<file path="config.mk">
export PLATFORM = sky130hd
export DESIGN_NAME = kmli_div
export DESIGN_NICKNAME = d
export VERILOG_FILES = /design/src/kmli_pkg.sv /design/src/kmli_div.sv
export SDC_FILE = /design/constraint.sdc
export NUM_CORES = 1
export LEC_CHECK = 0
export BUFFER_PORTS_ARGS = -buffer_cell sky130_fd_sc_hd__buf_2
export CAP_MARGIN = 10
export CORE_MARGIN = 1.5
export CORE_UTILIZATION = 25
export DETAILED_ROUTE_END_ITERATION = 12
export SLEW_MARGIN = 25
export SYNTH_ARGS = -nofsm -noshare
export SYNTH_HDL_FRONTEND = slang
export SYNTH_SLANG_ARGS = --single-unit
</file>
<file path="constraint.sdc">
create_clock -name i_clk -period 3.31 [get_ports i_clk]
set_clock_uncertainty 0.2 [all_clocks]
set_input_delay 0.993 -clock i_clk [delete_from_list [all_inputs] [get_ports i_clk]]
set_output_delay 0.993 -clock i_clk [all_outputs]
set_load 0.1 [all_outputs]
</file>
<file path="src/kmli_pkg.sv">
`default_nettype none
package kmli_pkg;

    localparam int MAX_CENTERS = 8;
    localparam int MAX_DIM     = 4;
    localparam int MAX_POINTS  = 65536;

    localparam int CIDX_W     = 3;
    localparam int DIDX_W     = 2;
    localparam int VAL_W      = 32;
    localparam int SUM_W      = 48;
    localparam int CNT_W      = 17;
    localparam int DIST_W     = 64;
    localparam int QCNT_W     = $clog2(SUM_W);
    localparam int NC_W       = 4;
    localparam int ND_W       = 3;
    localparam int CFG_IDX_W  = 2;
    localparam int CFG_DATA_W = 8;

    localparam logic [CFG_IDX_W-1:0] CFG_CENTERS = 2'd0;
    localparam logic [CFG_IDX_W-1:0] CFG_DIM     = 2'd1;

    localparam logic CMD_LOAD  = 1'b0;
    localparam logic KIND_ASSIGN = 1'b0;
    localparam logic KIND_CENTER = 1'b1;

    typedef logic [MAX_DIM-1:0][VAL_W-1:0] t_coord_vec;
    typedef logic [MAX_DIM-1:0][SUM_W-1:0] t_sum_vec;

    typedef struct packed {
        logic [DIST_W-1:0] dmin;
        logic [CIDX_W-1:0] idx;
    } t_tok;

    typedef struct packed {
        logic              wr_en;
        logic [DIDX_W-1:0] wr_crd;
        logic [VAL_W-1:0]  wr_val;
        logic              sq_en;
        logic [DIDX_W-1:0] pt_crd;
        logic [VAL_W-1:0]  pt_val;
        logic              dist_en;
        logic              dist_clr;
        logic              min_en;
        logic              acc_en;
        logic              acc_clr;
    } t_cell_ctl;

endpackage
`default_nettype wire

</file>
<file path="src/kmli_div.sv">
`default_nettype none
module kmli_div import kmli_pkg::*; (
    input  wire logic             i_clk,
    input  wire logic             i_rst_n,
    input  wire logic             i_start,
    input  wire logic [SUM_W-1:0] i_dividend,
    input  wire logic [CNT_W-1:0] i_divisor,
    output logic                  o_done,
    output logic [VAL_W-1:0]      o_quot
);

    logic              r_run;
    logic              r_done;
    logic [QCNT_W-1:0] r_cnt;
    logic [SUM_W-1:0]  r_q;
    logic [CNT_W-1:0]  r_rem;
    logic [CNT_W-1:0]  r_div;
    logic              r_neg;

    logic [SUM_W-1:0]  mag;
    logic [CNT_W:0]    rem_sh;
    logic [CNT_W:0]    rem_sub;
    logic              fits;
    logic [VAL_W-1:0]  q_low;

    always_comb begin
        mag     = i_dividend[SUM_W-1] ? (~i_dividend + 1'b1) : i_dividend;
        rem_sh  = {r_rem, r_q[SUM_W-1]};
        fits    = rem_sh >= {1'b0, r_div};
        rem_sub = rem_sh - {1'b0, r_div};
        q_low   = r_q[VAL_W-1:0];
    end

    // Restoring division on magnitudes, one quotient bit per cycle.
    always_ff @(posedge i_clk) begin
        if (!i_rst_n) begin
            r_run  <= 1'b0;
            r_done <= 1'b0;
            r_cnt  <= '0;
        end else begin
            r_done <= 1'b0;
            if (i_start) begin
                r_run <= 1'b1;
                r_cnt <= QCNT_W'(SUM_W - 1);
            end else if (r_run) begin
                if (r_cnt == '0) begin
                    r_run  <= 1'b0;
                    r_done <= 1'b1;
                end else begin
                    r_cnt <= r_cnt - 1'b1;
                end
            end
        end
    end

    always_ff @(posedge i_clk) begin
        if (i_start) begin
            r_q   <= mag;
            r_rem <= '0;
            r_div <= i_divisor;
            r_neg <= i_dividend[SUM_W-1];
        end else if (r_run) begin
            r_q   <= {r_q[SUM_W-2:0], fits};
            r_rem <= fits ? rem_sub[CNT_W-1:0] : rem_sh[CNT_W-1:0];
        end
    end

    assign o_done = r_done;
    assign o_quot = r_neg ? (~q_low + 1'b1) : q_low;

endmodule
`default_nettype wire

</file>
; Word level (Yosys, flattened, before mapping)
; Index checks and enable logic that the tools add are counted.
[totals]
ff_bits = 91
inputBits = 68
output_inout_bits = 33
word_cells = 37
[classes]
add_sub_neg = 4
order_cmp = 1
n_eq_ne = 1
muxes = 12
n_bitwise = 5
n_reduce_logical = 6
[op_table]
columns = op, n
row1 = two-way mux 48 bit, 3
row2 = adder 48 x 1 -> 48 bit (second input constant), 1
row3 = NOT 48 bit, 1
row4 = adder 32 x 1 -> 32 bit (second input constant), 1
row5 = two-way mux 32 bit, 1
row6 = NOT 32 bit, 1
row7 = >= comparator 18 x 17 -> 1 bit, 1
row8 = two-way mux 6 bit, 3
row9 = two-way mux 17 bit, 1
row10 = subtractor 17 bit, 1
row11 = logical NOT 6 bit, 1
row12 = subtractor 6 x 1 -> 6 bit (second input constant), 1
row13 = two-way mux 1 bit, 4
row14 = AND reduction 2 bit, 2
row15 = NOT 1 bit, 3
row16 = OR reduction 3 bit, 1
row17 = inequality test 2 bit (second input constant), 1
row18 = nonzero test 2 bit, 1
row19 = OR reduction 2 bit, 1

; Logic depth before layout (Yosys ltp)
[logic_depth]
depth_word = 4
ltp_mapped = 12

; Worst setup path after synthesis
; OpenSTA, ideal clock, no wires.
[synth_path]
kind = reg2out
from = register r_q[10]
to = output o_quot[22]
t_arrival_ns = 2.762
setup_slack_ns = -0.645
stages_incl_launch_ff = 7
path_cell_list = edfxtp_1 -> or4_1 -> nor3_1 -> nand2_1 -> or2_2 -> o31ai_1 -> xnor2_1
[synth_via]
elab_chain_cells = 3
[synth_rtl]
columns = item, line
row1 = start: declaration, kmli_div.sv:15  ; logic [SUM_W-1:0] r_q;
row2 = start signal: assignment, kmli_div.sv:58  ; r_q <= mag;
row3 = start signal: assignment, kmli_div.sv:63  ; r_q <= {r_q[SUM_W-2:0], fits};
row4 = NOT 32 bit, kmli_div.sv:69  ; assign o_quot = r_neg ? (~q_low + 1'b1) : q_low;
row5 = adder 32 x 1 -> 32 bit, kmli_div.sv:69
row6 = two-way mux 32 bit, kmli_div.sv:69
row7 = end: declaration, kmli_div.sv:9  ; output logic [VAL_W-1:0] o_quot
; Every way passes these cells.

; Worst setup path after layout
[layout_path]
from = register r_q[11]
to = output o_quot[23]
; Same word-level chain as after synthesis.

==> out/metrics.yaml <==
outcome: "complete, but fails checks"
failed_checks: "setup timing"
leakage_nw: 3.71
synth_area_leader_cell: "edfxtp_1"
netlist_instances: 654
slew_headroom_pct: 64.6
dieArea_um2: 25900
reg2regPathDepth: 11
clock_sinks: 91
grt_setup_unrepaired: "yes"
p_switching_mw: 1.72
clkPwrFrac_pct: 23.3
port_buffers: 100
cp.required_ns: 2.12
grt_util_all_layers_pct: 13.4
max_cap_viol_count: 0
synth-edff-count: 66
cp.arrival_ns: 2.61
slew_violations: 0
hold_depth: 2
seqPwrFrac_pct: 32.1
clk_pin_slew_ns: 0.06
whs_endpoint: "r_rem[16]"
p_per_area_nw_per_um2: 485
syn_area_per_cell_um2: 9.52
post-route-util_pct: 37.9
overflow: 0
comb_power_share_pct: 44.6
cpLargestDelayFamily: "simple AND/OR/NAND/NOR gates"
area_delta_synth_final_pct: 48.3
totalPowerFinal_mw: 4.48
antenna_found_initial: 6
cts_buffers: 9
clockBufferDepth: 2
wire_per_inst_um: 14.5
rows: 57
crit_path_end_kind: "output port"
slowest_stage: "or4_4"
fin_crit_sh_pct: 115
grt_pass1_vias: 5541
synth_common_cells: "edfxtp_1, nor2_1, xnor2_1, a21oi_1, nand2_1"
via_per_inst: 4.67
synth_area_um2: 6230
wirelength_um: 17000
synth_cell_type_count: 58
peakVddDrop_mv: 0.289
synth_area_leaders: "edfxtp_1, dfxtp_1, xnor2_1"
yosysMostFrequentCell: "edfxtp_1"
hold_violations: 0
synth_ff_type: "edfxtp_1"
placedInstanceArea_um2: 8560
period_minus_slack_ns: 3.80
hpwl_um: 12900
grt_pass1_wl_um: 28000
cts_tree: "yes"
hp-class: "flip-flop to flip-flop"
worstPathCellList: "or4_4 -> nor3_4 -> buf_4 -> nand4_1 -> o41ai_4 -> xnor2_4 -> buf_12"
synth_top_area_share_pct: 31.8
route.vias.total: 5476
r2r_slack_ns: 0.31
gp_congestion: 0.855
start_util_pct: 25.5
cp-start-kind: "flip-flop"
htree_levels: 3
drive_gt1_share_pct: 39.6
clk_latency_ns: 0.35
grt_max_degree: 51
drt_iter0_drc: 277
chipHeight_um: 161
finalInstanceArea_um2: 9230
clockRootBuffer: "clkbuf_16"
coreArea_um2: 24400
setup_ws_ns: -0.493
setup_violations: 22
switching_share_pct: 38.3
die_x_um: 161
first_pass_iters: 4
async_flop_share_pct: 0
worstSetupPathDepth: 7
postCtsHoldBufs: 0
synth-seq-cells: 91
drc_errors: 0
synth_nets: 744
nNetsFinal: 929
worst-path-buf-inv: 2
intPower_mw: 2.76
fmax_mhz: 263
holdCritStartpoint: "r_rem[16]"
ant_nets: 0
critPathKind: "flip-flop to output port"
cp_max_fo: 3
timing.rr.end: "r_rem[0]"
yosysWarnings: 0
yosysSeqAreaShare_pct: 39.9
max_stage_delay_ns: 0.58
io_pins: 101
r2r-start: "r_q[47]"
startpoint: "r_q[11]"
tightestPinTransition_ns: 0.524
## worst reg2reg max path: cells and delay by family, from the launching register on
kind	cells	cell delay, ns
compound gates	5	1.14
flops	1	0.40
simple gates	1	0.15
fa+ha+maj	2	0.57
buf+inv	2	0.14
mux	1	0.33
## worst max path at each step
| stage | endpoint | slack, ns |
|---|---|---|
| 6_report | o_quot[23] | -0.49 |
| 5_1_grt | o_quot[31] | -0.60 |
| 4_1_cts | o_quot[23] | -0.52 |
| 3_5_place_dp | r_q[44] | -0.31 |
| 3_3_place_gp | r_q[44] | -0.31 |
| 2_1_floorplan | o_quot[31] | -0.27 |
## layout make-up
cell class / instances / area (um2)
fill: 2445 / 15200
multi-input combinational: 506 / 4150
sequential: 91 / 2480
timing repair buffer: 205 / 1790
tap: 324 / 405
clock buffer: 9 / 225
inverter: 26 / 97.6
clock inverter: 7 / 75.1
antenna: 4 / 10.0
## power by group through the flow
stage	Clock [mW]	Sequential, mW	Combinational [mW]
4_1_cts	1.08	1.44	1.98
6_report	1.04	1.44	2.00
3_5_place_dp	0	1.46	1.94
3_3_place_gp	0	1.45	1.92
5_1_grt	1.13	1.45	2.12
2_1_floorplan	0	1.48	1.24
## registers in the layout (all words and copies together), names as in the netlist
signal and flops:
r_run 1, r_q 48, r_rem 17, o_done 1, r_neg 1, r_cnt 6, r_div 17
## timing repair
item	in CTS	in global routing
pin swaps	9	11
gates resized for setup	40	23
buffers inserted	1	9
endpoints found under the setup margin	25	46
## logic make-up (layout without fill, tap and decap cells)
| kind of cell | after synthesis | count (layout) | share of synthesized area [%] |
|---|---|---|---|
| AO/OA/AOI/OAI | 167 | 167 | 17.5 |
| XOR/XNOR | 93 | 93 | 13.1 |
| adder cells (fa/ha/maj) | 22 | 22 | 4.54 |
| buffers and inverters | 57 | 247 | 3.52 |
| flip-flops | 91 | 91 | 39.9 |
| multiplexers | 33 | 33 | 5.79 |
| other | 0 | 4 | 0 |
| AND/OR/NAND/NOR | 191 | 191 | 15.7 |
## placed cells by master, fill, tap and decap left out, types with 20 or more instances in the layout
cell / n
a21oi_1: 54
buf_12: 33
buf_2: 69
buf_4: 101
dfxtp_1: 25
edfxtp_1: 66
ha_1: 21
inv_1: 26
mux2_2: 20
nand2_1: 37
nor2_1: 59
o21ai_0: 20
xnor2_1: 26
xnor2_2: 23
xor2_1: 37
## metal layers
metal | part of all wire [%] | up-vias | track usage, %
li1 | - | 2767 | -
met3 | 4.1 | 26 | 2.71
met2 | 47 | 79 | 22.1
met1 | 47 | 2598 | 17.4
met4 | 1.8 | 6 | 5.01
met5 | 0.25 | - | 0
## metrics by stage
step | hold WS (ns) | worst slack, ns | instances | TNS (ns)
6_report | 0.301 | -0.493 | 1172 | -7.55
2_1_floorplan | 0.263 | -0.265 | 654 | -1.93
4_1_cts | 0.300 | -0.517 | 1161 | -7.56
3_3_place_gp | 0.277 | -0.310 | 1144 | -5.46
3_5_place_dp | 0.290 | -0.313 | 1144 | -6.10
5_1_grt | 0.324 | -0.598 | 1169 | -10.14
No activity file was read; power rests on OpenSTA's default activity.
