<file path="src/kmli_pkg.sv">
`default_nettype none
package kmli_pkg;

    localparam int MAX_CENTERS = 8;
    localparam int MAX_DIM     = 4;
    localparam int MAX_POINTS  = 65536;

    localparam int CIDX_W     = 3;
    localparam int DIDX_W     = 2;
    localparam int VAL_W      = 32;
    localparam int SUM_W      = 48;
    localparam int CNT_W      = 17;
    localparam int DIST_W     = 64;
    localparam int QCNT_W     = $clog2(SUM_W);
    localparam int NC_W       = 4;
    localparam int ND_W       = 3;
    localparam int CFG_IDX_W  = 2;
    localparam int CFG_DATA_W = 8;

    localparam logic [CFG_IDX_W-1:0] CFG_CENTERS = 2'd0;
    localparam logic [CFG_IDX_W-1:0] CFG_DIM     = 2'd1;

    localparam logic CMD_LOAD  = 1'b0;
    localparam logic KIND_ASSIGN = 1'b0;
    localparam logic KIND_CENTER = 1'b1;

    typedef logic [MAX_DIM-1:0][VAL_W-1:0] t_coord_vec;
    typedef logic [MAX_DIM-1:0][SUM_W-1:0] t_sum_vec;

    typedef struct packed {
        logic [DIST_W-1:0] dmin;
        logic [CIDX_W-1:0] idx;
    } t_tok;

    typedef struct packed {
        logic              wr_en;
        logic [DIDX_W-1:0] wr_crd;
        logic [VAL_W-1:0]  wr_val;
        logic              sq_en;
        logic [DIDX_W-1:0] pt_crd;
        logic [VAL_W-1:0]  pt_val;
        logic              dist_en;
        logic              dist_clr;
        logic              min_en;
        logic              acc_en;
        logic              acc_clr;
    } t_cell_ctl;

endpackage
`default_nettype wire

</file>
<file path="src/kmli_cell.sv">
`default_nettype none
module kmli_cell import kmli_pkg::*; (
    input  wire logic              i_clk,
    input  wire logic              i_rst_n,
    input  wire t_cell_ctl         i_ctl,
    input  wire logic [CIDX_W-1:0] i_idx,
    input  wire logic              i_active,
    input  wire logic              i_sel,
    input  wire t_coord_vec        i_buf,
    input  wire t_tok              i_tok,
    output t_tok                   o_tok,
    output t_coord_vec             o_cent,
    output t_sum_vec               o_sums,
    output logic [CNT_W-1:0]       o_count
);

    t_coord_vec        r_cent;
    t_sum_vec          r_sums;
    logic [CNT_W-1:0]  r_count;
    logic [DIST_W-1:0] r_sq;
    logic [DIST_W-1:0] r_dist;
    t_tok              r_tok;

    logic [VAL_W-1:0]  cur;
    logic [VAL_W:0]    diff;
    logic [VAL_W:0]    neg_diff;
    logic [VAL_W-1:0]  mag;
    logic [DIST_W-1:0] n_sq;
    logic [DIST_W:0]   dsum;
    logic [DIST_W-1:0] n_dist;
    t_tok              n_tok;
    logic              do_acc;

    always_comb begin
        cur      = r_cent[i_ctl.pt_crd];
        diff     = {i_ctl.pt_val[VAL_W-1], i_ctl.pt_val} - {cur[VAL_W-1], cur};
        neg_diff = ~diff + 1'b1;
        mag      = diff[VAL_W] ? neg_diff[VAL_W-1:0] : diff[VAL_W-1:0];
        n_sq     = mag * mag;
        dsum     = {1'b0, r_dist} + {1'b0, r_sq};
        // The running distance sticks at all ones once it overflows.
        n_dist   = dsum[DIST_W] ? '1 : dsum[DIST_W-1:0];
        if (i_active && (r_dist < i_tok.dmin)) begin
            n_tok.dmin = r_dist;
            n_tok.idx  = i_idx;
        end else begin
            n_tok = i_tok;
        end
        do_acc = i_ctl.acc_en && i_sel && (r_count < CNT_W'(MAX_POINTS));
    end

    always_ff @(posedge i_clk) begin
        if (!i_rst_n) begin
            r_cent  <= '0;
            r_sums  <= '0;
            r_count <= '0;
            r_sq    <= '0;
            r_dist  <= '0;
            r_tok   <= '0;
        end else begin
            if (i_ctl.wr_en && i_sel) begin
                r_cent[i_ctl.wr_crd] <= i_ctl.wr_val;
            end
            if (i_ctl.sq_en) begin
                r_sq <= n_sq;
            end
            if (i_ctl.dist_clr) begin
                r_dist <= '0;
            end else if (i_ctl.dist_en && i_active) begin
                r_dist <= n_dist;
            end
            if (i_ctl.min_en) begin
                r_tok <= n_tok;
            end
            if (i_ctl.acc_clr) begin
                r_sums  <= '0;
                r_count <= '0;
            end else if (do_acc) begin
                for (int k = 0; k < MAX_DIM; k++) begin
                    r_sums[k] <= r_sums[k]
                        + {{(SUM_W-VAL_W){i_buf[k][VAL_W-1]}}, i_buf[k]};
                end
                r_count <= r_count + 1'b1;
            end
        end
    end

    assign o_tok   = r_tok;
    assign o_cent  = r_cent;
    assign o_sums  = r_sums;
    assign o_count = r_count;

endmodule
`default_nettype wire

</file>
<file path="config.mk">
export PLATFORM = sky130hd
export DESIGN_NAME = kmli_cell
export DESIGN_NICKNAME = d
export VERILOG_FILES = /design/src/kmli_pkg.sv /design/src/kmli_cell.sv
export SDC_FILE = /design/constraint.sdc
export NUM_CORES = 2
export LEC_CHECK = 0
export BUFFER_PORTS_ARGS = -buffer_cell sky130_fd_sc_hd__buf_4
export CORE_MARGIN = 2
export CORE_UTILIZATION = 55
export DETAILED_ROUTE_END_ITERATION = 8
export MAX_ROUTING_LAYER = met4
export PLACE_DENSITY_LB_ADDON = 0.2
export SLEW_MARGIN = 40
export SYNTH_ARGS = -nofsm -noshare
export SYNTH_HDL_FRONTEND = slang
export SYNTH_SLANG_ARGS = --single-unit
</file>
<file path="constraint.sdc">
create_clock -name i_clk -period 24.8 [get_ports i_clk]
set_input_delay 3.72 -clock i_clk [delete_from_list [all_inputs] [get_ports i_clk]]
set_output_delay 3.72 -clock i_clk [all_outputs]
set_load 0.02 [all_outputs]
</file>
=== Word level (Yosys, flattened, before mapping) ===
Cells that the tools add are included.

* Output and inout port bits: 404
* Register bits after elaboration: 532
* Bits of input ports: 277

* Multiply operators: 1
* Add/sub/neg operators: 8
* Magnitude comparators: 5
* Bitwise logic cells: 2
* Muxes and demuxes: 8
* Reduce and logical (&&, ||, !) cells: 8

{| class="wikitable"
|+ Operator list
! operator !! count
|-
| $add 48x48->48 || 4
|-
| $bwmux 128 || 1
|-
| $mux 32 || 3
|-
| $mux 67 || 1
|-
| $add 64x64->65 || 1
|-
| $bmux 32 s2 || 1
|-
| $demux 32 s2 || 1
|-
| $lt 64x64->1 || 1
|-
| $mul 32x32->64 || 1
|-
| $mux 64 || 1
|-
| $sub 32x32->33 || 1
|-
| $add 32x1->32 const B || 1
|-
| $not 32->32 || 1
|-
| $add 17x1->17 const B || 1
|-
| $lt 17x17->1 const B || 1
|-
| $logic_and 1x1->1 || 6
|-
| $lt 2x3->1 const B || 2
|-
| $reduce_or 2->1 || 2
|-
| $ge 2x1->1 const B || 1
|-
| $not 1->1 || 1
|}

=== Longest topological paths before layout ===
* Word-level depth: 7
* Mapped depth: 48
* Mapped depth without buffers: 43

=== Worst setup path before layout ===
Ideal clock, no wire load.

* Kind: input-to-reg
* Start point: input port i_ctl[37] (netlist name)
* End point: register r_sq[63]
* Slack: 9647 ps
* Required time: 24676 ps
* Arrival: 15029 ps
* Stages: 43
* Cell sequence: clkbuf_1 -> buf_1 -> mux4_2 -> ha_1 -> fa_1 -> nor2b_1 -> o31a_1 -> o21ai_1 -> a31oi_2 -> a41oi_1 -> nor2b_1 -> a31oi_1 -> a31oi_1 -> buf_2 -> a31oi_1 -> xor2_1 -> inv_1 -> clkbuf_1 -> [... 7 more ...] -> inv_1 -> fa_1 -> fa_1 -> fa_1 -> fa_1 -> fa_1 -> ha_1 -> a21o_1 -> a311oi_1 -> a21oi_1 -> a211o_1 -> a211oi_1 -> o21ai_0 -> o221ai_1 -> nand4b_1 -> o311ai_0 -> o211a_1 -> nor3_1

* Word-level cells in the longest chain between the ends: 7

{| class="wikitable"
|+ RTL lines
! item !! line !! source
|-
| start: declaration || kmli_cell.sv:5 || <nowiki>input wire t_cell_ctl i_ctl,</nowiki>
|-
| $bmux 32 s2 * || kmli_cell.sv:35 || <nowiki>cur = r_cent[i_ctl.pt_crd];</nowiki>
|-
| $mux 32 (implied by the code) * || kmli_cell.sv:35 ||
|-
| $sub 32x32->33 * || kmli_cell.sv:36 || <nowiki>diff = {i_ctl.pt_val[VAL_W-1], i_ctl.pt_val} - {cur[VAL_W-1], cur};</nowiki>
|-
| $not 32->32 || kmli_cell.sv:37 || <nowiki>neg_diff = ~diff + 1'b1;</nowiki>
|-
| $add 32x1->32 || kmli_cell.sv:37 ||
|-
| $mux 32 * || kmli_cell.sv:38 || <nowiki>mag = diff[VAL_W] ? neg_diff[VAL_W-1:0] : diff[VAL_W-1:0];</nowiki>
|-
| $mul 32x32->64 * || kmli_cell.sv:39 || <nowiki>n_sq = mag * mag;</nowiki>
|-
| end signal: assignment || kmli_cell.sv:65 || <nowiki>r_sq <= n_sq;</nowiki>
|-
| end: declaration || kmli_cell.sv:20 || <nowiki>logic [DIST_W-1:0] r_sq;</nowiki>
|}

Every way passes the cells marked *; elsewhere a longest branch is shown, timed or not. The select of a mux whose other input is x is not followed.
A chain may end at the register's enable or synchronous reset.

=== Final worst setup path ===
* Start point: input port i_ctl[37] (netlist name)
* End point: register r_sq[61]

The elaborated chain is that of the path after synthesis.

==> flow_metrics.tcl <==
set metrics [dict create \
    status "finished clean" \
    cp.required_ns 25.36 \
    synth_edf_count 0 \
    drt_iter0_markers 4316 \
    tns_ns 0 \
    max_slew.worst_pin.slew_ns 0.893 \
    yosys.cell_count.top_type "inv_1" \
    async_flop_share_pct 0 \
    worst-r2r-cell-count 40 \
    synth_common_cells "inv_1, nand2_1, fa_1" \
    first_pass_iters 6 \
    ys_types 90 \
    r2r_end "r_sq[61]" \
    slew_viol_final 0 \
    grt_pass1_vias 59100 \
    grt_max_degree 105 \
    nets 10100 \
    yosysWarningCount 0 \
    max_freq_mhz 61.8 \
    hpwl_um 167000 \
    slowest_delay_ns 0.70 \
    clk_latency_ns 0.68 \
    clock_sinks 531 \
    maxCapViolations 0 \
    multi_input_area_mm2 0.0497 \
    startpoint_type "input port" \
    wl_per_cell_um 21.3 \
    overflow 0 \
    syn_area_mm2 0.0658 \
    synthFlopType "dfxtp_1" \
    die_h_um 350 \
    grt_pass1_wl_um 334000 \
    gp_congestion 0.995 \
    setup_viol 0 \
    synth_top_area_share_pct 24.3 \
    setup.worst_path.start "i_ctl[37]" \
    hold_class "register to register" \
    drt-total-wl_um 215000 \
    cts.repair.resized 0 \
    fillerInstances 10400 \
    placementRows 126 \
    slew-limit-headroom_pct 40.4 \
    synthTopCellsByArea "fa_1, dfxtp_1, ha_1, inv_1, nand2_1" \
    ant_nets 0 \
    cts_setup_buffers 0 \
    crit_slowest_cell "xnor2_2" \
    die_area_mm2 0.123 \
    io_buffer_count 680 \
    track_usage_pct 35.8 \
    fin_crit_sh_pct 65.3 \
    finalCriticalPeriod_ns 16.19 \
    syn_inst 7936 \
    regArea_mm2 0.0106 \
    clkTransAtPathRegs_ns 0.06 \
    rsz0062_at_grt "no" \
    path_class "input port to register" \
    cts_tree "built" \
    cts.path.max_buffers 3 \
    ys_seq_elements 531 \
    synth_area_leader_cell "fa_1" \
    cp-end-kind "register" \
    die_width_um 350 \
    cts_root_buf "clkbuf_16" \
    crit_fanout 32 \
    drc 0 \
    arrival_ns 16.75 \
    cpMostUsedCell "fa_1" \
    regToRegStartpoint "o_cent[98]" \
    start_util_pct 55.6 \
    via_per_inst 5.82 \
    core_area_mm2 0.118 \
    antenna_found_initial 12 \
    routed-via-count 58600 \
    cts_hold_buf 0 \
    pin_count 681 \
    hold_violations 0 \
    drive_above_1_share_pct 11.8 \
    regToRegSetupSlack_ns 12.00 \
    cts_buffers 61 \
    crit_end "r_sq[61]" \
    seq_area_frac_synth_pct 16.1 \
    syn_to_final_growth_pct 13.3 \
    fin_skew_ns 0.0399 \
    syn_avg_cell_area_um2 8.30 \
    htree_levels 2 \
]
==> flip-flops by register name (all words and copies together) (netlist names) <==
name,count
r_dist,64
o_tok,67
o_cent,128
o_sums,192
r_sq,63
o_count,17
==> logic make-up (layout without fill, tap and decap cells) <==
family                     Yosys count  count (layout)  share of synthesized area (%)
AOI/OAI and AO/OA                 1796            1796                           17.2
xor gates and xnor gates           374             374                           5.05
adders and majority gates         1434            1434                           36.4
buffers and inverters             1521            2039                           8.75
DFF                                531             531                           16.1
muxes                               78              78                           1.79
other                                1              13                        0.00569
and+or+nand+nor                   2201            2201                           14.7
==> per-layer routing <==
layer  part of all wire (%)  wire (um)  track usage [%]  up-vias
met4                    4.9      10600             15.2        0
met2                     47     100000             57.3     2307
met5                      0          0                -        -
met3                    7.9      16900             6.52      554
li1                       -          -                -    27200
met1                     40      86700             44.7    28500
==> layout make-up <==
class                           instances  area share [%]
Multi-Input combinational cell       5885            66.7
Antenna cell                           11          0.0369
Timing Repair Buffer                  752            7.62
Clock buffer                           80            2.32
Tap cell                             1600            2.68
Sequential cell                       531            14.2
Clock inverter                         33           0.503
Inverter                             1174            5.91
==> worst max-delay path, delay by kind of cell <==
family                   cells  cell delay [ns]
adder cells (fa/ha/maj)     10             4.58
AND/OR/NAND/NOR             10             2.61
AO/OA/AOI/OAI                9             2.11
XOR/XNOR                     4             1.64
buffers and inverters        7             1.45
multiplexers                 1             0.62
==> worst min path at each step <==
stage / start / endpoint / slack [ns] / cells past startpoint
final: o_cent[119] / o_cent[119] / 0.47 / 2
after global routing: o_cent[127] / o_cent[127] / 0.49 / 2
after CTS: o_cent[119] / o_cent[119] / 0.47 / 2
after detailed placement: o_cent[119] / o_cent[119] / 0.46 / 2
after global placement: o_cent[80] / o_cent[80] / 0.46 / 2
after floorplan: r_sq[60] / r_sq[60] / 0.43 / 2
==> per-stage QoR <==
step	cells	worst slack (ns)	hold slack, ns	instance area, um2	utilization [%]
after floorplan	7937	9.65	0.432	65900	-
after global routing	10100	7.87	0.489	74600	63.0
after detailed placement	9942	8.15	0.461	72500	61.2
final	10100	8.61	0.470	74600	63.0
after CTS	10100	8.76	0.469	74600	63.0
after global placement	9940	7.68	0.456	72400	61.1
==> cells in the final DEF, fill, tap and decap left out, drive strengths merged, types with 13 or more instances in the layout <==
master,Yosys,layout
o211ai,20,20
a31o,13,13
or3,26,26
nor2,663,663
mux4,32,32
xor2,144,144
a21o,299,299
clkbuf,291,80
a41oi,14,14
or2,24,24
buf,56,752
a211oi,87,87
dfxtp,531,531
nand4,66,66
o21a,41,41
nand2,987,987
nor2b,50,50
nor3,42,42
nor4,13,13
ha,634,634
and3,44,44
nand3,86,86
a2111oi,46,46
a211o,23,23
a31oi,58,58
o21bai,49,49
xnor2,230,230
o31ai,29,29
o221ai,40,40
nand2b,87,87
and2,32,32
nor3b,37,37
mux2i,46,46
inv,1172,1174
o21ai,316,316
a21oi,659,659
clkinv,2,19
fa,800,800
Power is left out: the tool's default activity adds up to more than one toggle a clock period on the data nets, which glitch-free logic cannot reach.
